### config.mk
export PLATFORM = sky130hd
export DESIGN_NAME = incremental_pid_speed_pwm
export DESIGN_NICKNAME = d
export VERILOG_FILES = /design/src/rtl/core/ipsp_pkg.sv /design/src/rtl/core/incremental_pid_speed_pwm.sv
export VERILOG_INCLUDE_DIRS = /design/src /design/src/rtl/core
export SDC_FILE = /design/constraint.sdc
export NUM_CORES = 2
export LEC_CHECK = 0
export BUFFER_PORTS_ARGS = -buffer_cell sky130_fd_sc_hd__buf_2
export CORE_ASPECT_RATIO = 0.6
export CORE_UTILIZATION = 60
export CTS_BUF_LIST = sky130_fd_sc_hd__clkbuf_16
export CTS_CLUSTER_DIAMETER = 40
export DETAILED_ROUTE_END_ITERATION = 16
export GPL_ROUTABILITY_DRIVEN = 0
export PLACE_DENSITY = 0.77
export SLEW_MARGIN = 15
export SYNTH_ARGS = -nofsm -noshare
export SYNTH_HDL_FRONTEND = slang
export SYNTH_SLANG_ARGS = --single-unit
### constraint.sdc
create_clock -name clock -period 38 [get_ports clock]
set_clock_uncertainty 0.15 [all_clocks]
set_input_delay 3.8 -clock clock [delete_from_list [all_inputs] [get_ports clock]]
set_output_delay 3.8 -clock clock [all_outputs]
set_load 0.02 [all_outputs]
### src/rtl/core/incremental_pid_speed_pwm_defines.svh
// assertion macros for the incremental pid speed controller
`ifndef INCREMENTAL_PID_SPEED_PWM_DEFINES_SVH
`define INCREMENTAL_PID_SPEED_PWM_DEFINES_SVH

// same-cycle implication, checked on every rising clock edge outside reset
`define IPSP_ASSERT_NOW(lbl, ante, cons) \
   lbl: assert property (@(posedge clock) disable iff (reset) (ante) |-> (cons)) \
      else $error("ipsp check failed");

// next-cycle implication, checked on every rising clock edge outside reset
`define IPSP_ASSERT_NEXT(lbl, ante, cons) \
   lbl: assert property (@(posedge clock) disable iff (reset) (ante) |=> (cons)) \
      else $error("ipsp check failed");

`endif

### src/rtl/core/ipsp_pkg.sv
// shared constants, register indexes and helper function of the pid speed controller
package ipsp_pkg;

   localparam int GAIN_W      = 16;
   localparam int CEIL_W      = 4;
   localparam int CSR_INDEX_W = 3;
   localparam int CSR_DATA_W  = 16;
   localparam int DRIVE_W     = 4;
   localparam int PWM_W       = 6;
   localparam int FRAC_BITS   = 16;

   // configuration register indexes
   typedef enum logic [CSR_INDEX_W-1:0] {
      CSR_GAIN_PROPORTIONAL = 3'd0,
      CSR_GAIN_INTEGRAL     = 3'd1,
      CSR_GAIN_DERIVATIVE   = 3'd2,
      CSR_LIMIT_FRACTION    = 3'd3,
      CSR_DRIVE_CEILING     = 3'd4
   } csr_index_type;

   // register reset values
   localparam logic [GAIN_W-1:0] GAIN_PROPORTIONAL_RST = 16'd13107;
   localparam logic [GAIN_W-1:0] GAIN_INTEGRAL_RST     = 16'd0;
   localparam logic [GAIN_W-1:0] GAIN_DERIVATIVE_RST   = 16'd1966;
   localparam logic [GAIN_W-1:0] LIMIT_FRACTION_RST    = 16'd19661;
   localparam logic [CEIL_W-1:0] DRIVE_CEILING_RST     = 4'd15;

   localparam logic [PWM_W-1:0] PWM_TOP = 6'd50;

   // compare value: top minus ceil(1.5 * drive)
   function automatic logic [PWM_W-1:0] pwm_compare_f(input logic [DRIVE_W-1:0] drive);
      logic [PWM_W-1:0] tri_plus;
      tri_plus = {2'b00, drive} * 6'd3 + 6'd1;
      return PWM_TOP - {1'b0, tri_plus[PWM_W-1:1]};
   endfunction

endpackage

### src/rtl/core/incremental_pid_speed_pwm.sv
// Incremental PID speed controller with drive level and PWM compare output.
// rsp_valid rises once the req transfer has passed the input register, product
// stage and accumulate/clamp stage with its result register; a stall can hold
// it in any of them. Throughput: one item per cycle while rsp_ready holds; set
// by the per-channel output accumulator update in the last stage. Reset:
// registers to defaults, channel history to zero, pipeline empty.
`include "incremental_pid_speed_pwm_defines.svh"

module incremental_pid_speed_pwm #(
   parameter int CHANNELS   = 2,
   parameter int SPEED_BITS = 16
) (
   input  logic                                  clock,
   input  logic                                  reset,
   // configuration write port
   input  logic                                  csr_write_en,
   input  logic [ipsp_pkg::CSR_INDEX_W-1:0]      csr_index,
   input  logic [ipsp_pkg::CSR_DATA_W-1:0]       csr_write_data,
   // input channel
   input  logic                                  req_valid,
   output logic                                  req_ready,
   input  logic                                  req_mode,
   input  logic signed [SPEED_BITS-1:0]          req_target_speed,
   input  logic signed [SPEED_BITS-1:0]          req_measured_speed,
   // result channel
   output logic                                  rsp_valid,
   input  logic                                  rsp_ready,
   output logic                                  rsp_channel,
   output logic [ipsp_pkg::DRIVE_W-1:0]          rsp_drive_level,
   output logic [ipsp_pkg::PWM_W-1:0]            rsp_pwm_compare
);

   localparam int CH_W  = (CHANNELS > 1) ? $clog2(CHANNELS) : 1;
   localparam int EW    = SPEED_BITS + 1;                 // error
   localparam int D1W   = EW + 1;                         // e - e1
   localparam int D2W   = EW + 3;                         // e - 2e1 + e2
   localparam int PW    = D2W + ipsp_pkg::GAIN_W + 1;     // gain products
   localparam int LIMW  = SPEED_BITS + ipsp_pkg::GAIN_W + 1;
   localparam int OUTW  = LIMW + 1;                       // stored output, holds -lim
   localparam int SUMW  = ((OUTW > PW) ? OUTW : PW) + 2;
   localparam int IPW   = SUMW - ipsp_pkg::FRAC_BITS;

   // configuration registers
   logic [ipsp_pkg::GAIN_W-1:0] kp_ff, ki_ff, kd_ff, lf_ff;
   logic [ipsp_pkg::CEIL_W-1:0] ceil_ff;

   always_ff @(posedge clock) begin
      if (reset) begin
         kp_ff   <= ipsp_pkg::GAIN_PROPORTIONAL_RST;
         ki_ff   <= ipsp_pkg::GAIN_INTEGRAL_RST;
         kd_ff   <= ipsp_pkg::GAIN_DERIVATIVE_RST;
         lf_ff   <= ipsp_pkg::LIMIT_FRACTION_RST;
         ceil_ff <= ipsp_pkg::DRIVE_CEILING_RST;
      end else if (csr_write_en) begin
         case (ipsp_pkg::csr_index_type'(csr_index))
            ipsp_pkg::CSR_GAIN_PROPORTIONAL: kp_ff <= csr_write_data;
            ipsp_pkg::CSR_GAIN_INTEGRAL:     ki_ff <= csr_write_data;
            ipsp_pkg::CSR_GAIN_DERIVATIVE:   kd_ff <= csr_write_data;
            ipsp_pkg::CSR_LIMIT_FRACTION:    lf_ff <= csr_write_data;
            ipsp_pkg::CSR_DRIVE_CEILING:     ceil_ff <= csr_write_data[ipsp_pkg::CEIL_W-1:0];
            default: ;
         endcase
      end
   end

   // pipeline control
   logic s1_valid_ff, s2_valid_ff, rsp_valid_ff;
   logic adv_a, adv_b;

   assign adv_b     = s2_valid_ff && (!rsp_valid_ff || rsp_ready);
   assign adv_a     = s1_valid_ff && (!s2_valid_ff || adv_b);
   assign req_ready = !s1_valid_ff || adv_a;
   assign rsp_valid = rsp_valid_ff;

   always_ff @(posedge clock) begin
      if (reset) begin
         s1_valid_ff  <= 1'b0;
         s2_valid_ff  <= 1'b0;
         rsp_valid_ff <= 1'b0;
      end else begin
         if (req_ready) s1_valid_ff <= req_valid;
         if (!s2_valid_ff || adv_b) s2_valid_ff <= adv_a;
         if (!rsp_valid_ff || rsp_ready) rsp_valid_ff <= adv_b;
      end
   end

   // input register
   logic                         s1_mode_ff;
   logic signed [SPEED_BITS-1:0] s1_target_ff, s1_measured_ff;

   always_ff @(posedge clock) begin
      if (req_valid && req_ready) begin
         s1_mode_ff     <= req_mode;
         s1_target_ff   <= req_target_speed;
         s1_measured_ff <= req_measured_speed;
      end
   end

   // per-channel history
   logic signed [EW-1:0]   prev_err_ff  [CHANNELS];
   logic signed [EW-1:0]   prev_err2_ff [CHANNELS];
   logic signed [OUTW-1:0] prev_out_ff  [CHANNELS];

   // product stage: error, differences and gain products
   logic [CH_W-1:0]        idx_a;
   logic signed [EW-1:0]   err_a, e1_a, e2_a;
   logic signed [D1W-1:0]  d1_a;
   logic signed [D2W-1:0]  d2_a;
   logic signed [PW-1:0]   p_prop_in, p_int_in, p_der_in;
   logic signed [LIMW-1:0] lim_in;

   assign idx_a = (CHANNELS > 1) ? CH_W'(s1_mode_ff) : '0;
   assign e1_a  = prev_err_ff[idx_a];
   assign e2_a  = prev_err2_ff[idx_a];
   assign err_a = EW'(s1_target_ff) - EW'(s1_measured_ff);
   assign d1_a  = D1W'(err_a) - D1W'(e1_a);
   assign d2_a  = D2W'(err_a) - (D2W'(e1_a) <<< 1) + D2W'(e2_a);

   assign p_prop_in = PW'($signed({1'b0, kp_ff})) * PW'(d1_a);
   assign p_int_in  = PW'($signed({1'b0, ki_ff})) * PW'(err_a);
   assign p_der_in  = PW'($signed({1'b0, kd_ff})) * PW'(d2_a);
   assign lim_in    = LIMW'($signed({1'b0, lf_ff})) * LIMW'(s1_target_ff);

   logic                   s2_mode_ff;
   logic signed [PW-1:0]   s2_prop_ff, s2_int_ff, s2_der_ff;
   logic signed [LIMW-1:0] s2_lim_ff;

   always_ff @(posedge clock) begin
      if (adv_a) begin
         s2_mode_ff <= s1_mode_ff;
         s2_prop_ff <= p_prop_in;
         s2_int_ff  <= p_int_in;
         s2_der_ff  <= p_der_in;
         s2_lim_ff  <= lim_in;
      end
   end

   // accumulate stage: sum, clamp against target, drive level
   logic [CH_W-1:0]            idx_b;
   logic signed [SUMW-1:0]     acc_b, lim_b, neg_lim_b, clamp_hi_b, clamp_b;
   logic [IPW-1:0]             ipart_b;
   logic [ipsp_pkg::DRIVE_W-1:0] drive_in;

   assign idx_b = (CHANNELS > 1) ? CH_W'(s2_mode_ff) : '0;
   assign acc_b = SUMW'(prev_out_ff[idx_b]) + SUMW'(s2_prop_ff)
                + SUMW'(s2_int_ff) + SUMW'(s2_der_ff);
   assign lim_b      = SUMW'(s2_lim_ff);
   assign neg_lim_b  = -lim_b;
   assign clamp_hi_b = (acc_b >= lim_b) ? lim_b : acc_b;
   assign clamp_b    = (clamp_hi_b <= neg_lim_b) ? neg_lim_b : clamp_hi_b;
   assign ipart_b    = clamp_b[SUMW-1:ipsp_pkg::FRAC_BITS];

   always_comb begin
      if (clamp_b[SUMW-1]) begin
         drive_in = '0;
      end else if (ipart_b >= IPW'(ceil_ff)) begin
         drive_in = ceil_ff;
      end else begin
         drive_in = ipart_b[ipsp_pkg::DRIVE_W-1:0];
      end
   end

   // history update, errors at the product stage, output at the last stage
   always_ff @(posedge clock) begin
      if (reset) begin
         for (int i = 0; i < CHANNELS; i++) begin
            prev_err_ff[i]  <= '0;
            prev_err2_ff[i] <= '0;
            prev_out_ff[i]  <= '0;
         end
      end else begin
         if (adv_a) begin
            prev_err2_ff[idx_a] <= e1_a;
            prev_err_ff[idx_a]  <= err_a;
         end
         if (adv_b) begin
            prev_out_ff[idx_b] <= clamp_b[OUTW-1:0];
         end
      end
   end

   // result register
   logic                         rsp_channel_ff;
   logic [ipsp_pkg::DRIVE_W-1:0] rsp_drive_ff;
   logic [ipsp_pkg::PWM_W-1:0]   rsp_pwm_ff;

   always_ff @(posedge clock) begin
      if (adv_b) begin
         rsp_channel_ff <= s2_mode_ff;
         rsp_drive_ff   <= drive_in;
         rsp_pwm_ff     <= ipsp_pkg::pwm_compare_f(drive_in);
      end
   end

   assign rsp_channel     = rsp_channel_ff;
   assign rsp_drive_level = rsp_drive_ff;
   assign rsp_pwm_compare = rsp_pwm_ff;

   // checks
   `IPSP_ASSERT_NEXT(a_accept_fills_s1, req_valid && req_ready, s1_valid_ff)
   `IPSP_ASSERT_NEXT(a_acc_update_gives_rsp, adv_b, rsp_valid_ff)
   `IPSP_ASSERT_NOW(a_pwm_drive, rsp_valid_ff, rsp_pwm_ff == ipsp_pkg::pwm_compare_f(rsp_drive_ff))
   `IPSP_ASSERT_NOW(a_no_stage_skip, adv_a && s2_valid_ff, adv_b)

endmodule

==> flow_metrics.env <==
export IMPL_start_util=0.608
export IMPL_drv_slew=0
export IMPL_area_growth_pct=6.11
export IMPL_critical_path_max_stage_delay_ps=650
export IMPL_detail_route_wl_per_cell_um=21.7
export IMPL_ys_ff_latch=393
export IMPL_clock_path_buffers=3
export IMPL_drt_pass1_iter_count=12
export IMPL_cts_root_buf="clkbuf_16"
export IMPL_antenna_left=0
export IMPL_cts_buffers=52
export IMPL_fp_coreArea_um2=105000
export IMPL_timing_fmax_mhz=62.3
export IMPL_hp_class="register to register"
export IMPL_vias=48100
export IMPL_die_y_um=255
export IMPL_violations="DRC"
export IMPL_start_kind="register"
export IMPL_grt_pass1_vias=49100
export IMPL_drive_gt1_frac=0.0529
export IMPL_gr_total_overflow=0
export IMPL_synth_edf_count=320
export IMPL_cap_viol_max_count=0
export IMPL_timing_slew_headroom=0.182
export IMPL_worstPathMaxFanout=40
export IMPL_final_nets=8599
export IMPL_async_flop_share=0
export IMPL_dieWidth_um=424
export IMPL_final_area_um2=68000
export IMPL_ios=70
export IMPL_syn_num_nets=8623
export IMPL_drt_iter0_drc=5060
export IMPL_insertion_delay_ps=690
export IMPL_outcome="finished, violations left"
export IMPL_crit_type="register to register"
export IMPL_worst_slew_pin_slew_ps=1220
export IMPL_arrival_ps=16260
export IMPL_critical_path_slowest_cell="a221oi_1"
export IMPL_ys_types=89
export IMPL_finalSetupViolCount=0
export IMPL_period_minus_slack_ps=16040
export IMPL_netlist_instances=6848
export IMPL_path_clk_slew_ps=70
export IMPL_fin_crit_sh=0.422
export IMPL_yosysSeqAreaShare=0.173
export IMPL_htree_levels=2
export IMPL_placementRows=92
export IMPL_cts_tree="built"
export IMPL_endpoint_kind="register"
export IMPL_port_buffers=69
export IMPL_fillers=8286
export IMPL_wirelength_mm=180
export IMPL_ctsResizeCount=0
export IMPL_drc=2
export IMPL_track_usage=0.343
export IMPL_dieArea_um2=108000
export IMPL_dpl_hpwl_mm=145
export IMPL_critPathRequiredTime_ps=38220
export IMPL_grt_pass1_wl_mm=282
export IMPL_hold_buffers=0
export IMPL_syn_area_per_cell_um2=9.36
export IMPL_syn_area_um2=64100
export IMPL_avgViaCountPerCell=5.81
export IMPL_clkSinkCount=393
export IMPL_rsz0062_at_grt="no"
export IMPL_hold_violations=0
export IMPL_fin_util=0.645
export IMPL_grt_max_degree=84
export IMPL_critical_path_most_common_cell="ha_1"
export IMPL_synth_main_ff_cell="edfxtp_1"
export IMPL_place_area_um2=66100
export IMPL_post_cts_setup_buffers=0
export IMPL_ys_warn_count=0
export IMPL_antenna_found_initial=13
export IMPL_tns_ps=0
synthesized netlist by cell type, drive strengths merged, types with 11 or more instances:
master | n | area [um^2]
a211oi | 22 | 165
a21boi | 29 | 218
a21o | 47 | 353
a21oi | 209 | 1050
a31oi | 15 | 93.8
and2 | 443 | 2770
and3 | 23 | 145
buf | 12 | 66.3
clkbuf | 227 | 852
dfxtp | 73 | 1460
edfxtp | 320 | 9610
fa | 1110 | 22200
ha | 608 | 7610
inv | 1465 | 5500
mux2 | 44 | 499
mux2i | 48 | 480
nand2 | 907 | 3410
nand2b | 55 | 344
nand3 | 86 | 443
nand4 | 27 | 169
nor2 | 347 | 1310
nor2b | 78 | 488
nor3 | 75 | 380
nor4 | 11 | 124
o211ai | 16 | 120
o21a | 31 | 233
o21ai | 145 | 726
o21bai | 17 | 128
or2 | 16 | 100
or3 | 24 | 150
xnor2 | 170 | 1490
xor2 | 40 | 350
worst paths after layout:
kind | start | to | slack (ps) | cells after the start
worst min register to register | kd_ff[11] | kd_ff[11] | 310 | 2
worst max register to register | register | rsp_pwm_compare[4] | 21960 | 57
worst min-delay path | kd_ff[11] | kd_ff[11] | 310 | 2
worst max-delay path | register | rsp_pwm_compare[4] | 21960 | 57
layout make-up:
type	count	area [um^2]	share of cell area
Antenna cell	5	12.5	0.000184
Clock buffer	53	1330	0.0195
Clock inverter	45	517	0.00760
Inverter	1467	5510	0.0811
Multi-Input combinational cell	4749	46700	0.688
Sequential cell	393	11100	0.163
Tap cell	1410	1760	0.0259
Timing Repair Buffer	161	1040	0.0152
routing by layer:
layer / up-vias / part of all wire / GRT usage
met3: 339 / 0.16 / 0.131
met4: 10 / 0.032 / 0.0988
met1: 23700 / 0.41 / 0.500
met5: - / 0.00037 / 0
met2: 2943 / 0.39 / 0.474
li1: 21100 / - / -
kinds of logic after synthesis:
family / count (synthesis) / synth area share
AOI/OAI and AO/OA: 609 / 0.0601
buffers and inverters: 1706 / 0.100
DFF: 393 / 0.173
adders and majority gates: 1718 / 0.466
muxes: 92 / 0.0153
xor gates and xnor gates: 210 / 0.0287
and+or+nand+nor: 2120 / 0.157
worst max-delay path: cells and delay by family, from the launching register on:
family                     cells  cell delay (ps)
AOI/OAI and AO/OA             16             4720
xor gates and xnor gates       2              280
adders and majority gates      7             2340
buffers and inverters          6             1630
DFF                            1              310
muxes                          3             1130
and+or+nand+nor               23             5110
flip-flops by register name, summed over array words and instances (netlist names), 4 cells and up, named ones only:
signal,flops
prev_err_ff,34
rsp_drive_level,4
prev_err2_ff,34
ki_ff,16
s2_der_ff,37
s2_int_ff,34
kp_ff,16
rsp_pwm_compare,6
s2_lim_ff,33
kd_ff,16
s2_prop_ff,35
ceil_ff,4
s1_measured_ff,16
s1_target_ff,16
lf_ff,16
prev_out_ff,68
layout by cell type, fill, tap and decap left out, types with 55 or more instances in the layout:
cell,count
dfxtp_1,71
buf_4,92
nand2b_1,55
and2_1,443
nand3_1,85
ha_1,608
nor3_1,74
buf_2,69
nor2_1,333
nor2b_1,78
xnor2_1,162
a21oi_1,208
o21ai_0,142
fa_1,1110
edfxtp_1,320
inv_1,1469
nand2_1,906
metrics by stage:
step | instances | worst slack (ps) | hold WS [ps]
after global routing | 8278 | 21160 | 334
after detailed placement | 8180 | 22580 | 297
final | 8283 | 21960 | 309
after CTS | 8278 | 22510 | 306
after floorplan | 6848 | 24140 | 297
after global placement | 8180 | 23110 | 292
Power is left out: the tool's default activity adds up to more than one toggle a clock period on the data nets, which glitch-free logic cannot reach.
